`src/rtl/dbbc_pkg.sv`:
```
// Shared constants and types for the dual band biquad cascade.
package dbbc_pkg;

    localparam int NUM_REGS    = 8;
    localparam int COEF_W      = 16;
    localparam int HIST_W      = 32;
    localparam int X_W         = 33;
    localparam int NUM_W       = 49;
    localparam int MAG_W       = 48;
    localparam int REM_W       = 14;
    localparam int GAIN        = 94;
    localparam int DIVISOR     = 9825;
    localparam int OUT_W       = 16;

    // Section order inside one item
    localparam logic [1:0] SEC_LOW1  = 2'd0;
    localparam logic [1:0] SEC_HIGH1 = 2'd1;
    localparam logic [1:0] SEC_LOW2  = 2'd2;
    localparam logic [1:0] SEC_HIGH2 = 2'd3;

    typedef logic signed [COEF_W-1:0] coef_t;
    typedef logic signed [HIST_W-1:0] hist_t;
    typedef logic signed [X_W-1:0]    xval_t;

    typedef struct packed {
        logic busy;
        logic done;
    } sec_status_t;

    function automatic coef_t reg_reset_value(input logic [2:0] idx);
        coef_t v;
        unique case (idx)
            3'd0:    v = -16'sd19039;
            3'd1:    v = 16'sd9865;
            3'd2:    v = -16'sd19119;
            3'd3:    v = 16'sd9871;
            3'd4:    v = -16'sd18646;
            3'd5:    v = 16'sd9865;
            3'd6:    v = -16'sd18740;
            default: v = 16'sd9870;
        endcase
        return v;
    endfunction

endpackage

```
`src/rtl/dbbc_section.sv`:
```
// One biquad section evaluator: bit-serial coefficient products, then bit-serial division.
module dbbc_section
(
    input  logic                  clk,
    input  logic                  rst_n,
    input  logic                  start,
    input  dbbc_pkg::xval_t       x0,
    input  dbbc_pkg::xval_t       x2,
    input  dbbc_pkg::hist_t       h0,
    input  dbbc_pkg::hist_t       h1,
    input  dbbc_pkg::coef_t       a1,
    input  dbbc_pkg::coef_t       a2,
    output dbbc_pkg::sec_status_t status,
    output dbbc_pkg::hist_t       y
);

    localparam logic [1:0] ST_IDLE = 2'd0;
    localparam logic [1:0] ST_MUL  = 2'd1;
    localparam logic [1:0] ST_DIV  = 2'd2;
    localparam logic [1:0] ST_OUT  = 2'd3;

    localparam int NW = dbbc_pkg::NUM_W;
    localparam int MW = dbbc_pkg::MAG_W;
    localparam int RW = dbbc_pkg::REM_W;
    localparam int X_W_L = dbbc_pkg::X_W + 1;
    localparam logic signed [NW-1:0] GAIN_N = NW'(dbbc_pkg::GAIN);
    localparam logic [RW:0]          DIV_R  = (RW+1)'(dbbc_pkg::DIVISOR);
    localparam logic [MW-1:0]        POS_MAX = MW'(64'h7FFF_FFFF);
    localparam logic [MW-1:0]        NEG_MAX = MW'(64'h8000_0000);

    logic [1:0]                state_reg, state_next;
    logic [5:0]                cnt_reg, cnt_next;
    logic signed [NW-1:0]      p_reg, p_next;
    logic signed [NW-1:0]      g_reg, g_next;
    logic [dbbc_pkg::COEF_W-1:0] a1_sh_reg, a1_sh_next, a2_sh_reg, a2_sh_next;
    dbbc_pkg::hist_t           h0_reg, h0_next, h1_reg, h1_next;
    logic [MW-1:0]             mag_reg, mag_next;
    logic [RW-1:0]             rem_reg, rem_next;
    logic                      neg_reg, neg_next;
    dbbc_pkg::hist_t           y_reg, y_next;

    logic signed [X_W_L-1:0]   diff;
    logic signed [NW-1:0]      term, num;
    logic [RW:0]               trial;

    always_comb
    begin
        diff  = X_W_L'(x0) - X_W_L'(x2);
        term  = (a1_sh_reg[dbbc_pkg::COEF_W-1] ? NW'(h0_reg) : '0)
              + (a2_sh_reg[dbbc_pkg::COEF_W-1] ? NW'(h1_reg) : '0);
        num   = g_reg - ((p_reg <<< 1) + term);
        trial = {rem_reg, mag_reg[MW-1]};
    end

    always_comb
    begin
        state_next = state_reg;
        cnt_next   = cnt_reg;
        p_next     = p_reg;
        g_next     = g_reg;
        a1_sh_next = a1_sh_reg;
        a2_sh_next = a2_sh_reg;
        h0_next    = h0_reg;
        h1_next    = h1_reg;
        mag_next   = mag_reg;
        rem_next   = rem_reg;
        neg_next   = neg_reg;
        y_next     = y_reg;
        unique case (state_reg)
            ST_IDLE:
            begin
                if (start)
                begin
                    // sign bits carry negative weight: seed the accumulator with them
                    p_next     = -((a1[dbbc_pkg::COEF_W-1] ? NW'(h0) : NW'(0))
                                 + (a2[dbbc_pkg::COEF_W-1] ? NW'(h1) : NW'(0)));
                    g_next     = NW'(diff) * GAIN_N;
                    a1_sh_next = {a1[dbbc_pkg::COEF_W-2:0], 1'b0};
                    a2_sh_next = {a2[dbbc_pkg::COEF_W-2:0], 1'b0};
                    h0_next    = h0;
                    h1_next    = h1;
                    cnt_next   = '0;
                    state_next = ST_MUL;
                end
            end
            ST_MUL:
            begin
                p_next     = (p_reg <<< 1) + term;
                a1_sh_next = {a1_sh_reg[dbbc_pkg::COEF_W-2:0], 1'b0};
                a2_sh_next = {a2_sh_reg[dbbc_pkg::COEF_W-2:0], 1'b0};
                cnt_next   = cnt_reg + 6'd1;
                if (cnt_reg == 6'(dbbc_pkg::COEF_W-2))
                begin
                    neg_next   = num[NW-1];
                    mag_next   = num[NW-1] ? MW'(-num) : MW'(num);
                    rem_next   = '0;
                    cnt_next   = '0;
                    state_next = ST_DIV;
                end
            end
            ST_DIV:
            begin
                // restoring division, one quotient bit per cycle
                if (trial >= DIV_R)
                begin
                    rem_next = RW'(trial - DIV_R);
                    mag_next = {mag_reg[MW-2:0], 1'b1};
                end
                else
                begin
                    rem_next = trial[RW-1:0];
                    mag_next = {mag_reg[MW-2:0], 1'b0};
                end
                cnt_next = cnt_reg + 6'd1;
                if (cnt_reg == 6'(MW-1))
                begin
                    state_next = ST_OUT;
                end
            end
            default:
            begin
                // saturate the truncated quotient to 32-bit signed
                if (!neg_reg)
                begin
                    y_next = (mag_reg > POS_MAX) ? 32'sh7FFF_FFFF : mag_reg[31:0];
                end
                else
                begin
                    y_next = (mag_reg > NEG_MAX) ? 32'sh8000_0000 : -mag_reg[31:0];
                end
                state_next = ST_IDLE;
            end
        endcase
    end

    always_ff @(posedge clk or negedge rst_n)
    begin
        if (!rst_n)
        begin
            state_reg <= ST_IDLE;
            cnt_reg   <= '0;
        end
        else
        begin
            state_reg <= state_next;
            cnt_reg   <= cnt_next;
        end
    end

    always_ff @(posedge clk)
    begin
        p_reg     <= p_next;
        g_reg     <= g_next;
        a1_sh_reg <= a1_sh_next;
        a2_sh_reg <= a2_sh_next;
        h0_reg    <= h0_next;
        h1_reg    <= h1_next;
        mag_reg   <= mag_next;
        rem_reg   <= rem_next;
        neg_reg   <= neg_next;
        y_reg     <= y_next;
    end

    logic out_done_reg;
    always_ff @(posedge clk or negedge rst_n)
    begin
        if (!rst_n)
        begin
            out_done_reg <= 1'b0;
        end
        else
        begin
            out_done_reg <= (state_reg == ST_OUT);
        end
    end

    assign status.busy = (state_reg != ST_IDLE) || out_done_reg;
    assign status.done = out_done_reg;
    assign y           = y_reg;

    assert property (@(posedge clk) disable iff (!rst_n)
        state_reg == ST_DIV |-> {1'b0, rem_reg} < DIV_R)
        else $error("remainder reached the divisor");
    assert property (@(posedge clk) disable iff (!rst_n)
        state_reg == ST_MUL |-> cnt_reg < 6'(dbbc_pkg::COEF_W-1))
        else $error("product step count overran");
    assert property (@(posedge clk) disable iff (!rst_n)
        state_reg == ST_OUT |=> status.done && state_reg == ST_IDLE)
        else $error("section result not flagged");
    assert property (@(posedge clk) disable iff (!rst_n)
        start |-> !status.busy)
        else $error("section started while busy");

endmodule

```
`src/rtl/dual_band_biquad_cascade.sv`:
```
// Top level of the dual band biquad cascade: stream ports, coefficients, history, sequencing.
//   Usage:
//   Slave stream (s_tvalid/s_tready/s_tdata) carries one converter sample per
//   transaction; the low SAMPLE_BITS bits of the 12-bit field are used.
//   Master stream (m_tvalid/m_tready/m_tdata) returns one transaction per
//   sample holding the low band and the high band outputs, each saturated to
//   16-bit signed.
//   The configuration port writes one 16-bit feedback coefficient per cycle
//   when cfg_we is high; indexes past the eighth register are dropped. Write
//   only while the block is idle.
//   The four sections (low 1, high 1, low 2, high 2) run one after another on
//   one shared section unit. Each section has a start step, bit-serial
//   products, bit-serial division by 9825, a saturation step and a step that
//   returns the result; no new sample is taken before the last one is done.
//   s_tready is high only while no sample is in work.
//   When the receiver stalls, the result holds in the output register; the
//   next sample may still be accepted and computed, and it waits at the end
//   of its work until the output register is free.
//   Reset restores the default coefficients and clears all filter history.
module dual_band_biquad_cascade
#(
    parameter int SAMPLE_BITS = 12
)
(
    input  logic        clk,
    input  logic        rst_n,
    input  logic        s_tvalid,
    output logic        s_tready,
    input  logic [15:0] s_tdata,   // [11:0] sample_in, [15:12] zero
    output logic        m_tvalid,
    input  logic        m_tready,
    output logic [31:0] m_tdata,   // [15:0] low_band_out, [31:16] high_band_out
    input  logic        cfg_we,
    input  logic [3:0]  cfg_index,
    input  logic [15:0] cfg_data
);

    localparam logic [1:0] T_IDLE   = 2'd0;
    localparam logic [1:0] T_START  = 2'd1;
    localparam logic [1:0] T_WAIT   = 2'd2;
    localparam logic [1:0] T_FINISH = 2'd3;

    localparam int XW = dbbc_pkg::X_W;

    logic [1:0]                 state_reg, state_next;
    logic [1:0]                 sec_reg, sec_next;
    logic [SAMPLE_BITS-1:0]     x_reg, x_next;
    logic [SAMPLE_BITS-1:0]     xh0_reg, xh1_reg;
    dbbc_pkg::coef_t            coef_reg [dbbc_pkg::NUM_REGS];
    dbbc_pkg::hist_t            h0_reg [4];
    dbbc_pkg::hist_t            h1_reg [4];
    dbbc_pkg::hist_t            y_reg [4];
    logic                       m_tvalid_reg;
    logic [31:0]                m_tdata_reg;

    logic                       sec_start;
    dbbc_pkg::sec_status_t      sec_status;
    dbbc_pkg::hist_t            sec_y;
    dbbc_pkg::xval_t            sec_x0, sec_x2;
    logic [2:0]                 coef_base;
    logic [15:0]                sample16;
    logic                       commit;

    assign sample16 = {4'b0, s_tdata[11:0]};

    // coefficient pair for a section: low 1 -> 0/1, high 1 -> 4/5, low 2 -> 2/3, high 2 -> 6/7
    assign coef_base = {sec_reg[0], sec_reg[1], 1'b0};

    always_comb
    begin
        unique case (sec_reg)
            dbbc_pkg::SEC_LOW1, dbbc_pkg::SEC_HIGH1:
            begin
                sec_x0 = XW'({1'b0, x_reg});
                sec_x2 = XW'({1'b0, xh1_reg});
            end
            dbbc_pkg::SEC_LOW2:
            begin
                sec_x0 = XW'(y_reg[dbbc_pkg::SEC_LOW1]);
                sec_x2 = XW'(h1_reg[dbbc_pkg::SEC_LOW1]);
            end
            default:
            begin
                sec_x0 = XW'(y_reg[dbbc_pkg::SEC_HIGH1]);
                sec_x2 = XW'(h1_reg[dbbc_pkg::SEC_HIGH1]);
            end
        endcase
    end

    dbbc_section u_section
    (
        .clk    (clk),
        .rst_n  (rst_n),
        .start  (sec_start),
        .x0     (sec_x0),
        .x2     (sec_x2),
        .h0     (h0_reg[sec_reg]),
        .h1     (h1_reg[sec_reg]),
        .a1     (coef_reg[coef_base]),
        .a2     (coef_reg[coef_base + 3'd1]),
        .status (sec_status),
        .y      (sec_y)
    );

    function automatic logic [15:0] sat16(input dbbc_pkg::hist_t v);
        logic [15:0] r;
        if (v > 32'sd32767)
        begin
            r = 16'h7FFF;
        end
        else if (v < -32'sd32768)
        begin
            r = 16'h8000;
        end
        else
        begin
            r = v[15:0];
        end
        return r;
    endfunction

    always_comb
    begin
        state_next = state_reg;
        sec_next   = sec_reg;
        x_next     = x_reg;
        sec_start  = 1'b0;
        commit     = 1'b0;
        unique case (state_reg)
            T_IDLE:
            begin
                if (s_tvalid)
                begin
                    x_next     = sample16[SAMPLE_BITS-1:0];
                    sec_next   = dbbc_pkg::SEC_LOW1;
                    state_next = T_START;
                end
            end
            T_START:
            begin
                sec_start  = 1'b1;
                state_next = T_WAIT;
            end
            T_WAIT:
            begin
                if (sec_status.done)
                begin
                    if (sec_reg == dbbc_pkg::SEC_HIGH2)
                    begin
                        state_next = T_FINISH;
                    end
                    else
                    begin
                        sec_next   = sec_reg + 2'd1;
                        state_next = T_START;
                    end
                end
            end
            default:
            begin
                // hold until the output register is free
                if (!m_tvalid_reg || m_tready)
                begin
                    commit     = 1'b1;
                    state_next = T_IDLE;
                end
            end
        endcase
    end

    always_ff @(posedge clk or negedge rst_n)
    begin
        if (!rst_n)
        begin
            state_reg    <= T_IDLE;
            sec_reg      <= dbbc_pkg::SEC_LOW1;
            m_tvalid_reg <= 1'b0;
            xh0_reg      <= '0;
            xh1_reg      <= '0;
            for (int i = 0; i < 4; i++)
            begin
                h0_reg[i] <= '0;
                h1_reg[i] <= '0;
            end
            for (int i = 0; i < dbbc_pkg::NUM_REGS; i++)
            begin
                coef_reg[i] <= dbbc_pkg::reg_reset_value(3'(i));
            end
        end
        else
        begin
            state_reg <= state_next;
            sec_reg   <= sec_next;
            if (cfg_we && cfg_index < 4'(dbbc_pkg::NUM_REGS))
            begin
                coef_reg[cfg_index[2:0]] <= cfg_data;
            end
            if (commit)
            begin
                // advance all histories at once so the second sections saw the old values
                xh0_reg <= x_reg;
                xh1_reg <= xh0_reg;
                for (int i = 0; i < 4; i++)
                begin
                    h0_reg[i] <= y_reg[i];
                    h1_reg[i] <= h0_reg[i];
                end
                m_tvalid_reg <= 1'b1;
            end
            else if (m_tready)
            begin
                m_tvalid_reg <= 1'b0;
            end
        end
    end

    always_ff @(posedge clk)
    begin
        x_reg <= x_next;
        if (state_reg == T_WAIT && sec_status.done)
        begin
            y_reg[sec_reg] <= sec_y;
        end
        if (commit)
        begin
            m_tdata_reg <= {sat16(y_reg[dbbc_pkg::SEC_HIGH2]), sat16(y_reg[dbbc_pkg::SEC_LOW2])};
        end
    end

    assign s_tready = (state_reg == T_IDLE);
    assign m_tvalid = m_tvalid_reg;
    assign m_tdata  = m_tdata_reg;

endmodule
```
`config.mk`:
```
export PLATFORM = sky130hd
export DESIGN_NAME = dual_band_biquad_cascade
export DESIGN_NICKNAME = d
export VERILOG_FILES = /design/src/rtl/dbbc_pkg.sv /design/src/rtl/dbbc_section.sv /design/src/rtl/dual_band_biquad_cascade.sv
export SDC_FILE = /design/constraint.sdc
export NUM_CORES = 2
export LEC_CHECK = 0
export ABC_AREA = 0
export CAP_MARGIN = 20
export CELL_PAD_IN_SITES_DETAIL_PLACEMENT = 1
export CELL_PAD_IN_SITES_GLOBAL_PLACEMENT = 1
export CORE_MARGIN = 1
export CORE_UTILIZATION = 48
export CTS_BUF_LIST = sky130_fd_sc_hd__clkbuf_8
export CTS_CLUSTER_SIZE = 16
export DETAILED_ROUTE_END_ITERATION = 10
export DONT_BUFFER_PORTS = 1
export PLACE_DENSITY = 0.79
export SKIP_CTS_REPAIR_TIMING = 1
export SYNTH_ARGS = -nofsm -noshare
export SYNTH_HDL_FRONTEND = slang
export SYNTH_SLANG_ARGS = --single-unit
```
`constraint.sdc`:
```
create_clock -name clk -period 9.9 [get_ports clk]
set_input_delay 0.495 -clock clk [delete_from_list [all_inputs] [get_ports clk]]
set_output_delay 0.495 -clock clk [all_outputs]
set_load 0.005 [all_outputs]
```
---- Yosys cells after proc, flatten, opt, wreduce, memory -nomap -nowiden ----
Memories as Yosys holds them, arrays and structs flattened. A register that Yosys moved wholly into a read port is not among the register bits.
Index checks and enable logic that the tools add are counted.
storage, ports and cells
  flip-flop bits (word level) ............. 625
  bits in writable memories ............... 128
  input bits .............................. 41
  logic and storage cells ................. 172
  memories kept ........................... 1
cells by class
  $add $sub $neg .......................... 12
  $mul .................................... 1
  order comparisons ....................... 13
  equality and inequality tests ........... 16
  muxes and demuxes ....................... 62
  bitwise logic cells ..................... 4
  reductions and logical operators ........ 30
memories
  memory  depth  width  rd ports  clocked after memory_dff  wr ports  line                            text
  y_reg   4      32     8         4                         1         dual_band_biquad_cascade.sv:52  dbbc_pkg::hist_t y_reg [4];
operator list
  kind                                                              number
  two-way mux 48 bit                                                5
  two-way mux 32 bit                                                7
  one-hot mux 48 bit (2 select lines)                               2
  two-way mux 16 bit                                                9
  one-hot mux 33 bit (2 select lines)                               2
  binary-select mux 32 bit (select 2 bit)                           2
  bitwise mux 128 bit                                               1
  adder 49 bit                                                      2
  two-way mux 49 bit                                                2
  binary-select mux 16 bit (select 3 bit)                           2
  negation 48 bit                                                   2
  greater-than comparator 32 x 16 -> 1 bit (second input constant)  2
  less-than comparator 32 x 16 -> 1 bit (second input constant)     2
  one-hot mux 16 bit (2 select lines)                               2
  subtractor 49 bit                                                 1
  adder 48 bit                                                      1
  demux 16 bit (select 3 bit)                                       1
  greater-than comparator 48 x 31 -> 1 bit (second input constant)  1
  greater-than comparator 48 x 32 -> 1 bit (second input constant)  1
  multiplier 34 x 7 -> 41 bit (second input constant)               1
  subtractor 33 x 33 -> 34 bit                                      1
  negation 32 bit                                                   1
  two-way mux 14 bit                                                2
  one-hot mux 14 bit (2 select lines)                               1
  35 further kinds                                                  85

---- Longest topological paths before layout ----
  word-level depth ........................ 10
  depth in mapped cells ................... 47
  depth with buffers taken out ............ 43

---- Modules after synthesis ----
Synthesis repeated with hierarchy kept, for this count alone.
second synthesis, totals
  cell total of the unflattened synthesis .. 5039
  area total of the unflattened synthesis .. 53234.8 sq um
modules (own cells, without submodules)
  module                    times used  cells each  area each (sq um)  sequential area each (sq um)
  dbbc_section              1           3081        28867.7            8573.2
  dual_band_biquad_cascade  1           1958        24367.1            15576.2

---- Worst setup path after synthesis ----
Ideal clock, no wire load.
  path type ............................... register to register
  start ................................... register sec_reg[1]
  end ..................................... register u_section.g_reg[40], data pin
  setup time .............................. 0.262 ns
  data arrival time ....................... 9.571 ns
  data required time ...................... 9.638 ns
  slack ................................... 0.066 ns
  cell stages (with the launch flop) ...... 44
  clock period less this slack ............ 9.834 ns
  cell sequence ........................... dfrtp_1 clkbuf_1 clkbuf_1 inv_1 clkbuf_1 ha_1 nor2_1 nor2_1 clkbuf_1 a221oi_1 ha_1 nor2b_1 o21ai_0 a21boi_0 o21ai_0 a21boi_0 o21ai_0 a21boi_0 [... 8 more ...] nor2b_1 xnor2_1 inv_1 fa_1 inv_1 ha_1 fa_1 ha_1 xor2_1 ha_1 a21o_1 a21o_1 nor4_1 o41ai_1 a21o_1 a21oi_1 a21oi_1 xor2_1
between the ends
  longest elaborated chain between the ends .. 5
  elaborated cells on any way between the ends .. 8
ends and longest elaborated chain
  element                                                             line                             text
  start, declared                                                     dual_band_biquad_cascade.sv:46   logic [1:0] sec_reg, sec_next;
  start signal, assigned                                              dual_band_biquad_cascade.sv:176  sec_reg <= dbbc_pkg::SEC_LOW1;
  start signal, assigned                                              dual_band_biquad_cascade.sv:193  sec_reg <= sec_next;
  == test 2 x 1 -> 1 bit / logical NOT 2 bit (equally long branches)  dual_band_biquad_cascade.sv:71   unique case (sec_reg)
  OR reduction 2 bit                                                  dual_band_biquad_cascade.sv:71
  one-hot mux 33 bit (2 select lines)                                 dual_band_biquad_cascade.sv:71
  subtractor 33 x 33 -> 34 bit (*)                                    dbbc_section.sv:48               diff = X_W_L'(x0) - X_W_L'(x2);
  multiplier 34 x 7 -> 41 bit (*)                                     dbbc_section.sv:77               g_next = NW'(diff) * GAIN_N;
  end signal, assigned                                                dbbc_section.sv:153              g_reg <= g_next;
  end, declared                                                       dbbc_section.sv:34               logic signed [NW-1:0] g_reg, g_next;
Mark *: on every way between the ends. The rest lies on a longest branch, timed or not.
A chain may end at the register's enable or synchronous reset.

---- Final worst setup path ----
  start ................................... register sec_reg[0]
  end ..................................... register u_section.g_reg[40], data pin
The elaborated chain is that of the path after synthesis.

==> impl_metrics.py <==
metrics = {
    "route": {
        "drtAntennaViolNets": 0,
        "wl_met1_um": 72100,
        "totalWireLength_um": 161000,
        "wl_per_cell_um": 23.3,
        "drt_iter0_markers": 3428,
        "vias": 40833,
        "route.met2.wl_um": 74700,
        "vias_per_cell": 5.90,
        "first_pass_iters": 6,
        "wl_met3_um": 10300,
        "drc_errors": 0,
        "top_layer_used": "met5",
    },
    "floorplan": {
        "fp.dieH_um": 334,
        "core-area_um2": 109000,
        "ioPinCount": 75,
        "die_w_um": 334,
        "rows": 121,
        "dieArea_um2": 112000,
        "start_util": 0.486,
    },
    "placement": {
        "port_buffers": 0,
        "gp_congestion": 0.915,
        "dp_cells": 6604,
        "dp_slack_ns": -0.246,
        "dp_hpwl_um": 115000,
    },
    "setup_path": {
        "critical_path_class": "reg2reg",
        "critPathMaxStageDelay_ns": 0.56,
        "crit_arrival_ns": 10.07,
        "start_kind": "register",
        "crit_path_frequent_cell": "inv_1",
        "rr_worst_depth": 42,
        "worst_ep_required_time_ns": 10.47,
        "cp_max_fo": 11,
        "cp-end-kind": "register",
        "slowest_stage": "fa_1",
    },
    "sta": {
        "finalSetupViolCount": 0,
        "tightest_slew_ns": 1.23,
        "hold_slack_ns": -0.644,
        "fin_crit_sh": 0.959,
        "fin_skew_ns": 0.0600,
        "relSlewSlack": 0.178,
        "finalHoldViolations": 361,
        "slew_violations": 0,
        "clock.fmax_ghz": 0.105,
        "fin_setup_tns_ns": 0,
        "period_minus_slack_ns": 9.50,
        "finalWorstSetupSlack_ns": 0.403,
    },
    "pwr": {
        "intPower_mw": 6.19,
        "power_frac_seq": 0.525,
        "p_comb_frac": 0.063,
        "peakVddDrop_v": 0.000134,
        "p_switching_mw": 2.11,
        "power_frac_clock": 0.413,
        "p_leak_nw": 25.8,
        "p_per_area_nw_per_um2": 142,
        "swShare": 0.255,
    },
    "global_route": {
        "grt_pass1_wl_um": 247000,
        "grt_antenna_before_repair": 6,
        "grt_overflow": 0,
        "grt_use_total": 0.286,
        "grt_max_degree": 423,
        "grt_pass1_vias": 42621,
    },
    "layout": {
        "final_util": 0.535,
        "drive_gt1_frac": 0.127,
        "layout.nets": 5766,
        "fillers": 12072,
        "fin_cells": 6923,
        "area_delta_synth_final_pct": 10.1,
    },
    "flow_run": {
        "cap_violations": 0,
    },
    "cts": {
        "cts_tree": "built",
        "cts_max_level": 4,
        "numCtsBuffers": 151,
        "clockBufferDepth": 3,
        "cts-root-buf": "clkbuf_8",
        "insertion_delay_ns": 0.87,
        "cts.sinks": 872,
        "clk_pin_slew_ns": 0.07,
    },
    "yosys": {
        "syn-cell-area_um2": 53000,
        "synth_warnings": 0,
        "synth-seq-cells": 872,
        "syn_nets": 5718,
        "synth_xor_area_frac": 0.0408,
        "syn_avg_cell_area_um2": 10.1,
        "ys_seq_area_frac": 0.455,
        "synth_top_family_by_area": "simple AND/OR/NAND/NOR gates",
        "synth-compound-area-share": 0.108,
        "synthFlopType": "edfxtp_1",
        "synth_fa_ha_area_frac": 0.120,
        "synth_cells": 5269,
        "synth.mux.area_fraction": 0.0719,
        "synth_cell_types": 86,
        "synthArstFlopShare": 0.484,
        "synth_edf_count": 450,
        "synth-simple-area-share": 0.160,
    },
    "status": {
        "violations": "hold timing",
        "outcome": "finished with violations",
    },
    "hold_path": {
        "worstHoldPathType": "in2async",
    },
}
==> cells in the final DEF (no fill, tap or decap), drive strengths merged, types with 37 or more instances in the layout <==
cell type	Yosys	layout
xor2	89	89
mux2	137	137
nor2	238	238
a21oi	198	198
dfstp	61	61
nand2	1353	1353
ha	266	266
or3	56	56
nand4	37	37
nor3	62	62
fa	142	142
xnor2	148	148
a21o	81	81
inv	389	452
clkbuf	197	170
dfrtp	361	361
mux4	96	96
o21a	45	45
o21ai	227	227
buf	26	89
nand3	51	51
edfxtp	450	450
==> per-layer routing <==
layer,up-vias,global-route usage
met5,-,0.00868
met4,4,0.0865
met3,253,0.0461
met2,1201,0.450
met1,20994,0.405
li1,18381,-
==> per-stage QoR <==
step / cell area (µm²) / power [mW] / hold WS, ns
after CTS: 57900 / 8.30 / -0.711
after global routing: 58400 / 8.56 / -0.689
after detailed placement: 54800 / 4.89 / 0.216
after floorplan: 53000 / 4.69 / 0.199
after global placement: 54800 / 4.84 / 0.215
final: 58400 / 8.30 / -0.644
==> synthesized netlist by cell type, drive strengths merged, types with 34 or more instances <==
master	n	area share
edfxtp	450	0.25
a31oi	35	0.0041
clkbuf	197	0.014
a21oi	198	0.019
and2	35	0.0041
nor2	238	0.017
inv	389	0.028
mux2	137	0.029
nor3	62	0.0059
fa	142	0.054
a21o	81	0.011
o311ai	34	0.0056
o21ai	227	0.021
nand2	1353	0.096
or3	56	0.0078
dfstp	61	0.030
o21a	45	0.0064
dfrtp	361	0.17
mux4	96	0.041
nand3	51	0.0048
nand4	37	0.0044
xnor2	148	0.024
xor2	89	0.015
ha	266	0.063
==> final cells by class <==
cell class	instances	area (µm²)	share of cell area
inverters	389	1470	0.0251
flip-flops and latches	872	24200	0.414
clock buffers	170	2340	0.0401
clock inverters	111	736	0.0126
repair buffers	119	1020	0.0174
diodes	2	5.00	0.0000857
multi-input cells	3784	26800	0.459
well taps	1476	1850	0.0316
==> cells by family (layout without fill, tap and decap cells) <==
family,count (synthesis),count (layout)
flip-flops,872,872
buffers and inverters,613,789
AO/OA/AOI/OAI,878,878
XOR/XNOR,241,241
adder cells (fa/ha/maj),427,427
other,0,2
multiplexers,244,244
AND/OR/NAND/NOR,1994,1994
==> path summary, 6_finish.rpt <==
kind,start,end,slack (ns)
max,sec_reg[0],u_section.g_reg[40],0.40
min,rst_n,h0_reg[40],-0.64
max reg2reg,sec_reg[0],u_section.g_reg[40],0.40
min reg2reg,y_reg[1][27],h0_reg[91],0.47
max in group asynchronous,rst_n,coef_reg[123],9.54
min in group clk,cfg_index[2],coef_reg[63],0.13
==> power groups by stage <==
stage          Sequential (mW)  Combinational (mW)  Clock [mW]
2_1_floorplan             4.30               0.390           0
3_3_place_gp              4.38               0.463           0
3_5_place_dp              4.40               0.496           0
4_1_cts                   4.34               0.503        3.46
5_1_grt                   4.37               0.580        3.61
6_report                  4.36               0.522        3.43
==> critical path, delay by kind of cell (launching register included) <==
kind | cells | cell delay [ns]
AO/OA/AOI/OAI | 18 | 3.59
buffers and inverters | 8 | 0.81
XOR/XNOR | 1 | 0.15
flip-flops | 1 | 0.51
AND/OR/NAND/NOR | 7 | 1.17
adder cells (fa/ha/maj) | 8 | 2.98
(Power assumes the default switching activity.)
